### src/hw/rtl/hsfr_pkg.sv
// shared types, constants and helpers for the header synced frame receiver
`timescale 1ns / 1ps

package hsfr_pkg;

   // frame geometry
   localparam int HEADER_LEN = 4;
   localparam int FRAME_MAX  = 256;

   // derived widths
   localparam int COUNT_W = $clog2(FRAME_MAX + 1);
   localparam int ADDR_W  = $clog2(FRAME_MAX);
   localparam int HIDX_W  = (HEADER_LEN > 1) ? $clog2(HEADER_LEN) : 1;

   // fixed field widths
   localparam int BYTE_W     = 8;
   localparam int FLEN_W     = 9;
   localparam int PATTERN_W  = 32;
   localparam int OP_W       = 2;
   localparam int CSR_IDX_W  = 2;
   localparam int CSR_DATA_W = 32;
   localparam int PATTERN_BYTES = PATTERN_W / BYTE_W;

   // operation codes
   localparam logic [OP_W-1:0] OP_RX_BYTE = 2'd0;
   localparam logic [OP_W-1:0] OP_CLEAR   = 2'd1;
   localparam logic [OP_W-1:0] OP_READ    = 2'd2;

   // register indexes
   typedef enum logic [CSR_IDX_W-1:0] {
      CSR_FRAME_LENGTH    = 2'd0,
      CSR_HEADER_PATTERN  = 2'd1,
      CSR_TERMINATOR_MODE = 2'd2,
      CSR_END_BYTE        = 2'd3
   } csr_index_type;

   // register reset values
   localparam logic [FLEN_W-1:0] FRAME_LENGTH_RESET = 9'd256;

   typedef struct packed {
      logic [OP_W-1:0]   operation;
      logic [BYTE_W-1:0] rx_byte;
      logic              line_error;
      logic [BYTE_W-1:0] read_index;
   } req_item_type;

   typedef struct packed {
      logic [BYTE_W-1:0]  read_data;
      logic               frame_ready;
      logic [COUNT_W-1:0] byte_count;
   } rsp_item_type;

   typedef struct packed {
      logic [FLEN_W-1:0]    frame_length;
      logic [PATTERN_W-1:0] header_pattern;
      logic                 terminator_mode;
      logic [BYTE_W-1:0]    end_byte;
   } cfg_type;

   // frame store access from the core
   typedef struct packed {
      logic              wr_en;
      logic [ADDR_W-1:0] wr_addr;
      logic [BYTE_W-1:0] wr_data;
      logic              rd_en;
      logic [ADDR_W-1:0] rd_addr;
   } store_req_type;

   // per item result from the core, before the result register
   typedef struct packed {
      logic               frame_ready;
      logic [COUNT_W-1:0] byte_count;
      logic [BYTE_W-1:0]  head_data;
      logic               sel_store;
   } core_res_type;

   // expected header byte at a window position, zero past the pattern
   function automatic logic [BYTE_W-1:0] expected_header_byte(
      input logic [PATTERN_W-1:0] pattern,
      input int                   pos
   );
      logic [BYTE_W-1:0] result;
      result = '0;
      if (pos < PATTERN_BYTES) begin
         result = pattern[pos*BYTE_W +: BYTE_W];
      end
      return result;
   endfunction

endpackage

### src/hw/rtl/hsfr_csr.sv
// configuration registers of the frame receiver
`timescale 1ns / 1ps

module hsfr_csr
   import hsfr_pkg::*;
(
   input  logic                  clock,
   input  logic                  reset,
   input  logic                  csr_wr_en,
   input  logic [CSR_IDX_W-1:0]  csr_index,
   input  logic [CSR_DATA_W-1:0] csr_wr_data,
   output cfg_type               cfg
);

   cfg_type cfg_ff;
   cfg_type cfg_in;

   // register write decode
   always_comb begin
      cfg_in = cfg_ff;
      if (csr_wr_en) begin
         unique case (csr_index_type'(csr_index))
            CSR_FRAME_LENGTH: begin
               cfg_in.frame_length = csr_wr_data[FLEN_W-1:0];
            end
            CSR_HEADER_PATTERN: begin
               cfg_in.header_pattern = csr_wr_data[PATTERN_W-1:0];
            end
            CSR_TERMINATOR_MODE: begin
               cfg_in.terminator_mode = csr_wr_data[0];
            end
            CSR_END_BYTE: begin
               cfg_in.end_byte = csr_wr_data[BYTE_W-1:0];
            end
         endcase
      end
   end

   always_ff @(posedge clock) begin
      if (reset) begin
         cfg_ff.frame_length    <= FRAME_LENGTH_RESET;
         cfg_ff.header_pattern  <= '0;
         cfg_ff.terminator_mode <= 1'b0;
         cfg_ff.end_byte        <= '0;
      end else begin
         cfg_ff <= cfg_in;
      end
   end

   assign cfg = cfg_ff;

endmodule

### src/hw/rtl/hsfr_store.sv
// frame store memory with per entry valid bits, registered read
`timescale 1ns / 1ps

module hsfr_store
   import hsfr_pkg::*;
(
   input  logic              clock,
   input  logic              reset,
   input  store_req_type     store_req,
   output logic [BYTE_W-1:0] rd_data
);

   logic [BYTE_W-1:0]    mem [FRAME_MAX];
   logic [FRAME_MAX-1:0] valid_ff;
   logic [BYTE_W-1:0]    rd_data_ff;
   logic                 rd_valid_ff;

   // memory write and registered read
   always_ff @(posedge clock) begin
      if (store_req.wr_en) begin
         mem[store_req.wr_addr] <= store_req.wr_data;
      end
      if (store_req.rd_en) begin
         rd_data_ff  <= mem[store_req.rd_addr];
         rd_valid_ff <= valid_ff[store_req.rd_addr];
      end
   end

   // entries never written read as zero
   always_ff @(posedge clock) begin
      if (reset) begin
         valid_ff <= '0;
      end else if (store_req.wr_en) begin
         valid_ff[store_req.wr_addr] <= 1'b1;
      end
   end

   assign rd_data = rd_valid_ff ? rd_data_ff : '0;

endmodule

### src/hw/rtl/hsfr_core.sv
// framing state: header window, header bytes of the store, fill count, ready flag
`timescale 1ns / 1ps

module hsfr_core
   import hsfr_pkg::*;
(
   input  logic          clock,
   input  logic          reset,
   input  logic          enable,
   input  req_item_type  item,
   input  cfg_type       cfg,
   output store_req_type store_req,
   output core_res_type  res
);

   logic [BYTE_W-1:0]  win_ff  [HEADER_LEN];
   logic [BYTE_W-1:0]  win_in  [HEADER_LEN];
   logic [BYTE_W-1:0]  head_ff [HEADER_LEN];
   logic [BYTE_W-1:0]  head_in [HEADER_LEN];
   logic [COUNT_W-1:0] fill_ff;
   logic [COUNT_W-1:0] fill_in;
   logic               ready_ff;
   logic               ready_in;

   logic [COUNT_W-1:0] frame_len;
   logic [HIDX_W-1:0]  fill_idx;
   logic [HIDX_W-1:0]  read_hidx;
   logic               in_header;
   logic               below_len;

   // length clamped to the store size
   always_comb begin
      if (32'(cfg.frame_length) > FRAME_MAX) begin
         frame_len = COUNT_W'(FRAME_MAX);
      end else begin
         frame_len = COUNT_W'(cfg.frame_length);
      end
   end

   assign fill_idx  = fill_ff[HIDX_W-1:0];
   assign read_hidx = item.read_index[HIDX_W-1:0];
   assign in_header = (32'(fill_ff) < HEADER_LEN);
   assign below_len = (fill_ff < frame_len);

   // next state and store access for one item
   always_comb begin
      logic [BYTE_W-1:0] filled [HEADER_LEN];
      logic              match;
      logic              slide;

      win_in    = win_ff;
      head_in   = head_ff;
      fill_in   = fill_ff;
      ready_in  = ready_ff;
      filled    = win_ff;
      match     = 1'b1;
      slide     = 1'b0;
      store_req = '0;
      res       = '0;

      unique case (item.operation)
         OP_RX_BYTE: begin
            if (!item.line_error) begin
               if (cfg.terminator_mode) begin
                  // end byte framing, no header
                  if (below_len) begin
                     if (in_header) begin
                        head_in[fill_idx] = item.rx_byte;
                     end else begin
                        store_req.wr_en   = 1'b1;
                        store_req.wr_addr = fill_ff[ADDR_W-1:0];
                        store_req.wr_data = item.rx_byte;
                     end
                     fill_in = fill_ff + COUNT_W'(1);
                  end
                  if ((fill_in == frame_len) || (item.rx_byte == cfg.end_byte)) begin
                     ready_in = 1'b1;
                  end
               end else begin
                  // header sync framing
                  if (in_header) begin
                     ready_in          = 1'b0;
                     filled[fill_idx]  = item.rx_byte;
                     win_in[fill_idx]  = item.rx_byte;
                     head_in[fill_idx] = item.rx_byte;
                     fill_in           = fill_ff + COUNT_W'(1);
                     if (32'(fill_in) == HEADER_LEN) begin
                        for (int i = 0; i < HEADER_LEN; i++) begin
                           if (filled[i] != expected_header_byte(cfg.header_pattern, i)) begin
                              match = 1'b0;
                           end
                        end
                        // mismatch: slide the window left by one byte
                        if (!match) begin
                           slide = 1'b1;
                           for (int i = 0; i < HEADER_LEN - 1; i++) begin
                              win_in[i]  = filled[i+1];
                              head_in[i] = filled[i+1];
                           end
                           win_in[HEADER_LEN-1] = '0;
                           fill_in = COUNT_W'(HEADER_LEN - 1);
                        end
                     end
                  end else if (below_len) begin
                     store_req.wr_en   = 1'b1;
                     store_req.wr_addr = fill_ff[ADDR_W-1:0];
                     store_req.wr_data = item.rx_byte;
                     fill_in           = fill_ff + COUNT_W'(1);
                  end
                  // frame complete
                  if (!slide && (fill_in == frame_len)) begin
                     ready_in = 1'b1;
                     for (int i = 0; i < HEADER_LEN; i++) begin
                        win_in[i] = '0;
                     end
                  end
               end
            end
         end
         OP_CLEAR: begin
            fill_in  = '0;
            ready_in = 1'b0;
         end
         OP_READ: begin
            if (32'(item.read_index) < FRAME_MAX) begin
               if (32'(item.read_index) < HEADER_LEN) begin
                  res.head_data = head_ff[read_hidx];
               end else begin
                  res.sel_store     = 1'b1;
                  store_req.rd_en   = enable;
                  store_req.rd_addr = ADDR_W'(item.read_index);
               end
            end
         end
         default: begin
         end
      endcase

      store_req.wr_en = store_req.wr_en & enable;
      res.frame_ready = ready_in;
      res.byte_count  = fill_in;
   end

   // control state
   always_ff @(posedge clock) begin
      if (reset) begin
         fill_ff  <= '0;
         ready_ff <= 1'b0;
      end else if (enable) begin
         fill_ff  <= fill_in;
         ready_ff <= ready_in;
      end
   end

   // header window and header bytes of the store
   always_ff @(posedge clock) begin
      if (reset) begin
         for (int i = 0; i < HEADER_LEN; i++) begin
            win_ff[i]  <= '0;
            head_ff[i] <= '0;
         end
      end else if (enable) begin
         win_ff  <= win_in;
         head_ff <= head_in;
      end
   end

   // count never runs past the store
   assert property (@(posedge clock) disable iff (reset)
      32'(fill_ff) <= FRAME_MAX)
      else $error("fill count beyond frame store");

   // store writes only past the header positions
   assert property (@(posedge clock) disable iff (reset)
      store_req.wr_en |-> (32'(store_req.wr_addr) >= HEADER_LEN))
      else $error("store write inside header area");

   // a header mismatch leaves one byte short of a full window
   assert property (@(posedge clock) disable iff (reset)
      (enable && (item.operation == OP_RX_BYTE) && !item.line_error
       && !cfg.terminator_mode && in_header)
      |=> (32'(fill_ff) <= HEADER_LEN))
      else $error("header phase overran window");

endmodule

### src/hw/rtl/header_synced_frame_receiver.sv
// Header synced frame receiver: an item passes the input register, then the result
// register, to reach rsp. One item is taken every cycle while rsp is not stalled; the
// single pass through the framing logic and the one port frame store set that rate.
// Synchronous active high reset empties both registers, clears count, ready flag,
// header window and every frame store valid bit, and loads the register defaults.
`timescale 1ns / 1ps

module header_synced_frame_receiver
   import hsfr_pkg::*;
(
   input  logic                  clock,
   input  logic                  reset,
   input  logic                  req_valid,
   output logic                  req_stall,
   input  req_item_type          req_item,
   output logic                  rsp_valid,
   input  logic                  rsp_stall,
   output rsp_item_type          rsp_item,
   input  logic                  csr_wr_en,
   input  logic [CSR_IDX_W-1:0]  csr_index,
   input  logic [CSR_DATA_W-1:0] csr_wr_data
);

   cfg_type       cfg;
   store_req_type store_req;
   core_res_type  core_res;
   logic [BYTE_W-1:0] store_rd_data;

   logic         in_valid_ff;
   logic         in_valid_in;
   req_item_type in_item_ff;
   logic         rsp_valid_ff;
   logic         rsp_valid_in;
   core_res_type rsp_res_ff;
   logic         fire;
   logic         req_take;

   hsfr_csr u_csr (
      .clock       (clock),
      .reset       (reset),
      .csr_wr_en   (csr_wr_en),
      .csr_index   (csr_index),
      .csr_wr_data (csr_wr_data),
      .cfg         (cfg)
   );

   hsfr_core u_core (
      .clock     (clock),
      .reset     (reset),
      .enable    (fire),
      .item      (in_item_ff),
      .cfg       (cfg),
      .store_req (store_req),
      .res       (core_res)
   );

   hsfr_store u_store (
      .clock     (clock),
      .reset     (reset),
      .store_req (store_req),
      .rd_data   (store_rd_data)
   );

   // handshake between input and result registers
   assign fire      = in_valid_ff && (!rsp_valid_ff || !rsp_stall);
   assign req_stall = in_valid_ff && !fire;
   assign req_take  = req_valid && !req_stall;

   always_comb begin
      in_valid_in  = in_valid_ff;
      rsp_valid_in = rsp_valid_ff && rsp_stall;
      if (fire) begin
         in_valid_in  = 1'b0;
         rsp_valid_in = 1'b1;
      end
      if (req_take) begin
         in_valid_in = 1'b1;
      end
   end

   always_ff @(posedge clock) begin
      if (reset) begin
         in_valid_ff  <= 1'b0;
         rsp_valid_ff <= 1'b0;
      end else begin
         in_valid_ff  <= in_valid_in;
         rsp_valid_ff <= rsp_valid_in;
      end
   end

   // input item and result payload
   always_ff @(posedge clock) begin
      if (req_take) begin
         in_item_ff <= req_item;
      end
      if (fire) begin
         rsp_res_ff <= core_res;
      end
   end

   assign rsp_valid            = rsp_valid_ff;
   assign rsp_item.read_data   = rsp_res_ff.sel_store ? store_rd_data : rsp_res_ff.head_data;
   assign rsp_item.frame_ready = rsp_res_ff.frame_ready;
   assign rsp_item.byte_count  = rsp_res_ff.byte_count;

   // a held item is never dropped
   assert property (@(posedge clock) disable iff (reset)
      (in_valid_ff && !fire) |=> in_valid_ff)
      else $error("held item lost");

   // clear gives an empty, not ready result
   assert property (@(posedge clock) disable iff (reset)
      (fire && (in_item_ff.operation == OP_CLEAR))
      |=> (rsp_item.byte_count == '0) && !rsp_item.frame_ready)
      else $error("clear not reflected in result");

   // only read items return data
   assert property (@(posedge clock) disable iff (reset)
      (fire && (in_item_ff.operation != OP_READ)) |=> (rsp_item.read_data == '0))
      else $error("read data on a non read item");

   // a finished result is replaced only once taken
   assert property (@(posedge clock) disable iff (reset)
      (rsp_valid_ff && rsp_stall) |-> !fire)
      else $error("result overwritten while stalled");

endmodule

### config.mk
export PLATFORM = sky130hd
export DESIGN_NAME = header_synced_frame_receiver
export DESIGN_NICKNAME = d
export VERILOG_FILES = /design/src/hw/rtl/hsfr_pkg.sv /design/src/hw/rtl/hsfr_csr.sv /design/src/hw/rtl/hsfr_store.sv /design/src/hw/rtl/hsfr_core.sv /design/src/hw/rtl/header_synced_frame_receiver.sv
export SDC_FILE = /design/constraint.sdc
export NUM_CORES = 2
export LEC_CHECK = 0
export ABC_AREA = 1
export BUFFER_PORTS_ARGS = -buffer_cell sky130_fd_sc_hd__buf_4
export CORE_UTILIZATION = 30
export DETAILED_ROUTE_END_ITERATION = 12
export SYNTH_ARGS = -nofsm -noshare
export SYNTH_HDL_FRONTEND = slang
export SYNTH_SLANG_ARGS = --single-unit
### constraint.sdc
create_clock -name clock -period 24.1 [get_ports clock]
set_clock_uncertainty 0.2 [all_clocks]
set_input_delay 1.205 -clock clock [delete_from_list [all_inputs] [get_ports clock]]
set_output_delay 1.205 -clock clock [all_outputs]
set_load 0.01 [all_outputs]
# Word-level counts from Yosys, hierarchy flattened
# Memory sizes are Yosys's and may differ from the RTL's. A register that Yosys moved wholly into a read port is not among the register bits.
# Cells that the tools add are included.
# word_totals
register_bits	421
ramBits	2048
out_inout_bits	20
wordCells	178
memories	1
# op_classes
n_addsub	1
n_lt_le_gt_ge	10
n_eq_ne	15
muxes	93
n_bitwise	6
n_reduce_logical	26
# mem_list
name	words	word_bits	rd	rd_ports_with_merged_regs	wr	line	source
u_store.mem	256	8	1	1	1	hsfr_store.sv:13	logic [BYTE_W-1:0] mem [FRAME_MAX];
# op_table
operator	n
32-bit two-way mux	8
256-bit OR	1
8-bit two-way mux	25
9-bit two-way mux	15
17-bit two-way mux	7
32-bit bitwise mux	2
24-bit two-way mux	2
8-bit != test	4
1-bit two-way mux	28
9-bit equality test	2
8-bit by 9-bit less-than comparator with 1-bit output, second input constant	2
9-bit case mux with 2 select lines	1
8-bit binary-select mux with 2-bit select	1
8-bit demux with 2-bit select	1
2-bit AND reduction	5
9-bit by 1-bit adder with 9-bit output, second input constant	1
9-bit by 3-bit equality test with 1-bit output, second input constant	1
9-bit greater-than comparator, second input constant	1
9-bit by 3-bit less-than comparator with 1-bit output, second input constant	1
9-bit less-than comparator	1
1-bit binary-select mux with 8-bit select	1
1-bit demux with 8-bit select	1
8-bit equality test	1
8-bit by 1-bit >= comparator with 1-bit output, second input constant	1
other kinds (17)	38

# Longest topological paths before layout
# depth
ltp_word	29
ltp_mapped	28
mapped_depth_nobuf	27

# By module
# From an unflattened synthesis, not the netlist that was laid out.
# unflattened
cells_unflattened	9908
area_unflattened_um2	103310.3
# modules_own_cells
mod	n_inst	cells_each	area_each_um2	seq_area_each_um2
hsfr_store	1	8411	93320.8	66894.2
hsfr_core	1	1091	6507.5	1481.4
hsfr_csr	1	321	2072.0	1001.0
header_synced_frame_receiver	1	85	1410.1	1181.1

# Worst setup path after synthesis
# OpenSTA, ideal clock, no wires.
# synth_timing
path_kind	register to register
start	register u_csr.cfg_ff (netlist bit u_csr.cfg[45])
end	memory u_store.mem[0][0], data pin
setup_time_ps	1389
arrival_ps	7815
required_time_ps	22511
path_slack_ps	14696
path_stages_with_launch	16
synth_period_minus_slack_ps	9404
cell_sequence	dfxtp_1 -> nor4_1 -> nand2_1 -> nand2_1 -> nand2_1 -> ha_1 -> a21oi_1 -> o21ai_0 -> nand2_1 -> nand3_2 -> buf_2 -> nor2_1 -> inv_1 -> nor2_1 -> inv_2 -> nor2_1
# synth_rtl
item	line	source
start, declared	hsfr_csr.sv:15	cfg_type cfg_ff;
start signal, assigned	hsfr_csr.sv:46	cfg_ff <= cfg_in;
end, declared	hsfr_store.sv:13	

==> flow_summary.yaml <==
outcome:
  status: "complete, no violations"
drt:
  met1_length_um: 124800
  drt_iter0_markers: 8015
  vias: 69480
  viasPerCell: 5.267
  wl_per_cell_um: 23.01
  final_antenna_net_count: 0
  dr.max_layer_used: "met5"
  drc: 0
  wl_met2_um: 141300
  drt-total-wl_um: 303600
  wl_met3_um: 25460
  drt-pass1-iter-count: 6
setup_path:
  crit_buf_inv: 6
  cp_slowest_stage_delay_ps: 800
  worstSetupPathType: "flop to flop"
  crit_slowest_cell: "buf_4"
  critical-path-top-delay-family: "buffers and inverters"
  cp.arrival_ps: 6750
  r2r-start: "u_csr.cfg[45]"
  reg2reg_slack_ps: 17740
  cp-startpoint: "u_csr.cfg[45]"
  crit_chain: "nor4_1 -> nand2_1 -> nand2_1 -> nand2_1 -> ha_1 -> a21oi_1 -> o21ai_0 -> nand2_1 -> nand3_2 -> nor2_1 -> inv_1 -> nor2_1 -> inv_2 -> nor2_4 -> buf_4 -> buf_4 -> buf_4 -> buf_4"
  reg2reg_depth: 18
  crit_fanout: 84
  cp-end-kind: "flop"
  timing.rr.end: "u_store.mem[109][6]"
  worstPathRequired_ps: 24480
  start_kind: "flop"
clock_tree:
  hold_buffers: 0
  cts-root-buf: "clkbuf_16"
  cts_tree: "yes"
  cts_num_sinks: 2477
  cts.clk_slew.worst_paths_ps: 60
  htreeDepth: 4
  ctsResizeCount: 0
  cts_made_buffers: 249
  clock_latency_ps: 900
  clock_path_buffers: 4
  cts_setup_buffers: 0
min_path:
  min_path_type: "flop to flop"
  hp-start: "u_core.head_ff[5]"
  hold_depth: 2
  holdPathEnd: "u_core.head_ff[5]"
synth:
  synth_seq_cells: 2477
  synth_edf_count: 2095
  synth-seq-area-share: 0.6859
  synth_top_cell_area_share: 0.6116
  syn-cell-area_sq_um: 102900
  syn_nets: 8716
  synthArstFlopShare: 0
  yosysWarningCount: 0
  avgSynthCellArea_sq_um: 11.90
  synthTopCellsByArea: "edfxtp_1 (61%), dfxtp_1 (7.4%), nand3_1 (5.9%), o211ai_1 (5.7%), or2_2 (4.7%)"
  synth_ff_type: "edfxtp_1"
  yosysTopAreaCell: "edfxtp_1"
  synth_cell_types: 44
  synthCells: 8644
timing:
  layout_min_cycle_time_ps: 6362
  fmax_ghz: 0.1572
  fin_tns_setup_ps: 0
  rsz0062_at_grt: "no"
  post-route-period-util: 0.2640
  final-setup-viol-count: 0
  worst_pin_slew_ps: 1251
  final_max_slew_viol_count: 0
  slew_headroom: 0.1626
  finalHoldViolCount: 0
pwr:
  power.share.combinational: 0.053
  p_switching_mw: 2.029
  p_clk_frac: 0.430
  seqPwrFrac: 0.517
  switching_share: 0.2259
  cellPowerDensity_nw_per_um2: 77.66
  power_mw: 8.982
  p_int_mw: 6.953
  peakVddDrop_v: 0.00007074
  leakagePower_nw: 34.65
global_routing:
  grt_max_degree: 233
  first_global_vias: 67300
  grt_pass1_wl_um: 447000
  grtUsageTotal: 0.1690
  overflow: 0
  antenna_found_initial: 13
floorplan:
  num_io_pins: 78
  die_h_um: 587.6
  rows: 214
  die_area_sq_um: 345200
  die_w_um: 587.6
  fp.coreArea_sq_um: 340600
  initial_utilization: 0.3020
placement:
  dp_hpwl_um: 171200
  gp_congestion: 0.8789
  portBuffers: 77
job:
  max_cap_viol_count: 0
layout:
  nNetsFinal: 8515
  drive_above_1_share: 0.1615
  final_util: 0.3396
  area_growth_pct: 12.44
==> logic make-up (layout without fill, tap and decap cells) <==
| family | after synthesis | after routing | share of synthesized area |
|---|---|---|---|
| flip-flops | 2477 | 2477 | 0.6859 |
| AND/OR/NAND/NOR | 3328 | 3328 | 0.1577 |
| XOR/XNOR | 4 | 4 | 0.0003406 |
| AO/OA/AOI/OAI | 1891 | 1891 | 0.1184 |
| adder cells (fa/ha/maj) | 14 | 14 | 0.001703 |
| buffers and inverters | 930 | 938 | 0.03590 |
| other | 0 | 4 | 0 |
==> cell usage in the layout (no fill, tap or decap), types with 4 or more instances in the layout <==
cell / synthesis / final
nand2_1: 340 / 338
nor4_1: 5 / 5
nor2_1: 924 / 914
nand2_2: 5 / 6
a21oi_1: 114 / 114
edfxtp_1: 2095 / 2095
or2_2: 765 / 765
nand3_1: 1212 / 1212
nand4_1: 8 / 8
o21ai_1: 14 / 14
clkbuf_16: 0 / 250
clkinv_1: 7 / 45
clkinvlp_4: 0 / 15
buf_12: 0 / 13
diode_2: 0 / 4
o21ai_0: 677 / 677
nand3b_1: 29 / 29
ha_1: 14 / 14
inv_2: 32 / 35
nor2_4: 3 / 14
clkbuf_1: 473 / 61
o211ai_1: 787 / 787
bufinv_16: 0 / 20
dfxtp_1: 382 / 382
buf_4: 12 / 162
o21bai_1: 283 / 283
inv_1: 261 / 252
nor3_1: 4 / 4
clkinv_4: 0 / 5
nand2_4: 4 / 5
nor2_2: 23 / 22
o22ai_1: 6 / 6
inv_6: 0 / 4
clkbuf_8: 0 / 24
clkinv_2: 0 / 40
==> synthesized netlist by cell type, drive strengths merged (3+ instances only) <==
master and count:
nor3 5, a31oi 3, o21ai 691, o22ai 6, nor2 950, buf 154, nand4 8, inv 295
clkbuf 474, or2 765, nor4 5, nand3 1214, nand2 349, o211ai 788, nand3b 29, edfxtp 2095
a21oi 114, o21bai 283, clkinv 7, ha 14, dfxtp 382
==> layout make-up <==
| type | instances | area (sq um) |
|---|---|---|
| fillers | 33250 | 224900 |
| repair buffers | 176 | 1491 |
| flip-flops and latches | 2477 | 70560 |
| inverters | 302 | 1166 |
| well taps | 4536 | 5675 |
| clock inverters | 125 | 1227 |
| multi-input cells | 5237 | 28720 |
| diodes | 4 | 10.01 |
| clock buffers | 335 | 6815 |
==> state kept, by name, indices dropped and copies added, names as in the netlist <==
signal	count
u_store.mem	2048
u_store.valid_ff	256
u_csr.cfg	50
u_core.head_ff	32
u_core.win_ff	32
in_item_ff	19
rsp_item	10
rsp_res_ff	9
u_core.fill_ff	9
u_store.rd_data_ff	8
in_valid_ff	1
rsp_valid	1
u_core.ready_ff	1
u_store.rd_valid_ff	1
==> per-stage QoR <==
step	setup WS (ps)	instances	hold WS [ps]	area, sq um
detailed placement	17880	12730	246.1	107600
finish	17740	13190	251.6	115700
global route	17310	13190	261.0	115700
global placement	17690	12730	236.6	107600
floorplan	14700	8644	224.0	102900
CTS	17840	13190	237.9	115600
==> layer usage <==
metal,vias up,GRT usage
met5,-,0
met4,14,0.06599
met3,562,0.02863
met2,3088,0.2727
met1,34670,0.2265
li1,31140,-
==> tightest hold or removal path, cell delays in order, from the launching register on <==
cell and delay, ps:
dfxtp_1 310, inv_1 50, a21oi_1 50
==> worst max path at each step <==
stage / end / slack (ps) / cells after the start
after floorplan: u_store.mem[0][0] / 14700 / 15
after global placement: u_store.mem[100][6] / 17690 / 18
after detailed placement: u_store.rd_valid_ff / 17880 / 14
after CTS: u_store.mem[110][6] / 17840 / 18
after global routing: u_store.mem[109][6] / 17310 / 18
final: u_store.mem[109][6] / 17740 / 18
==> power by group through the flow <==
stage	registers, mW	clock network, mW	logic, mW
finish	4.65	3.86	0.478
CTS	4.64	3.90	0.474
global placement	4.74	0	0.470
global route	4.64	4.06	0.514
floorplan	4.74	0	0.297
detailed placement	4.74	0	0.473
Note: power is estimated with default switching activity, not from simulation.
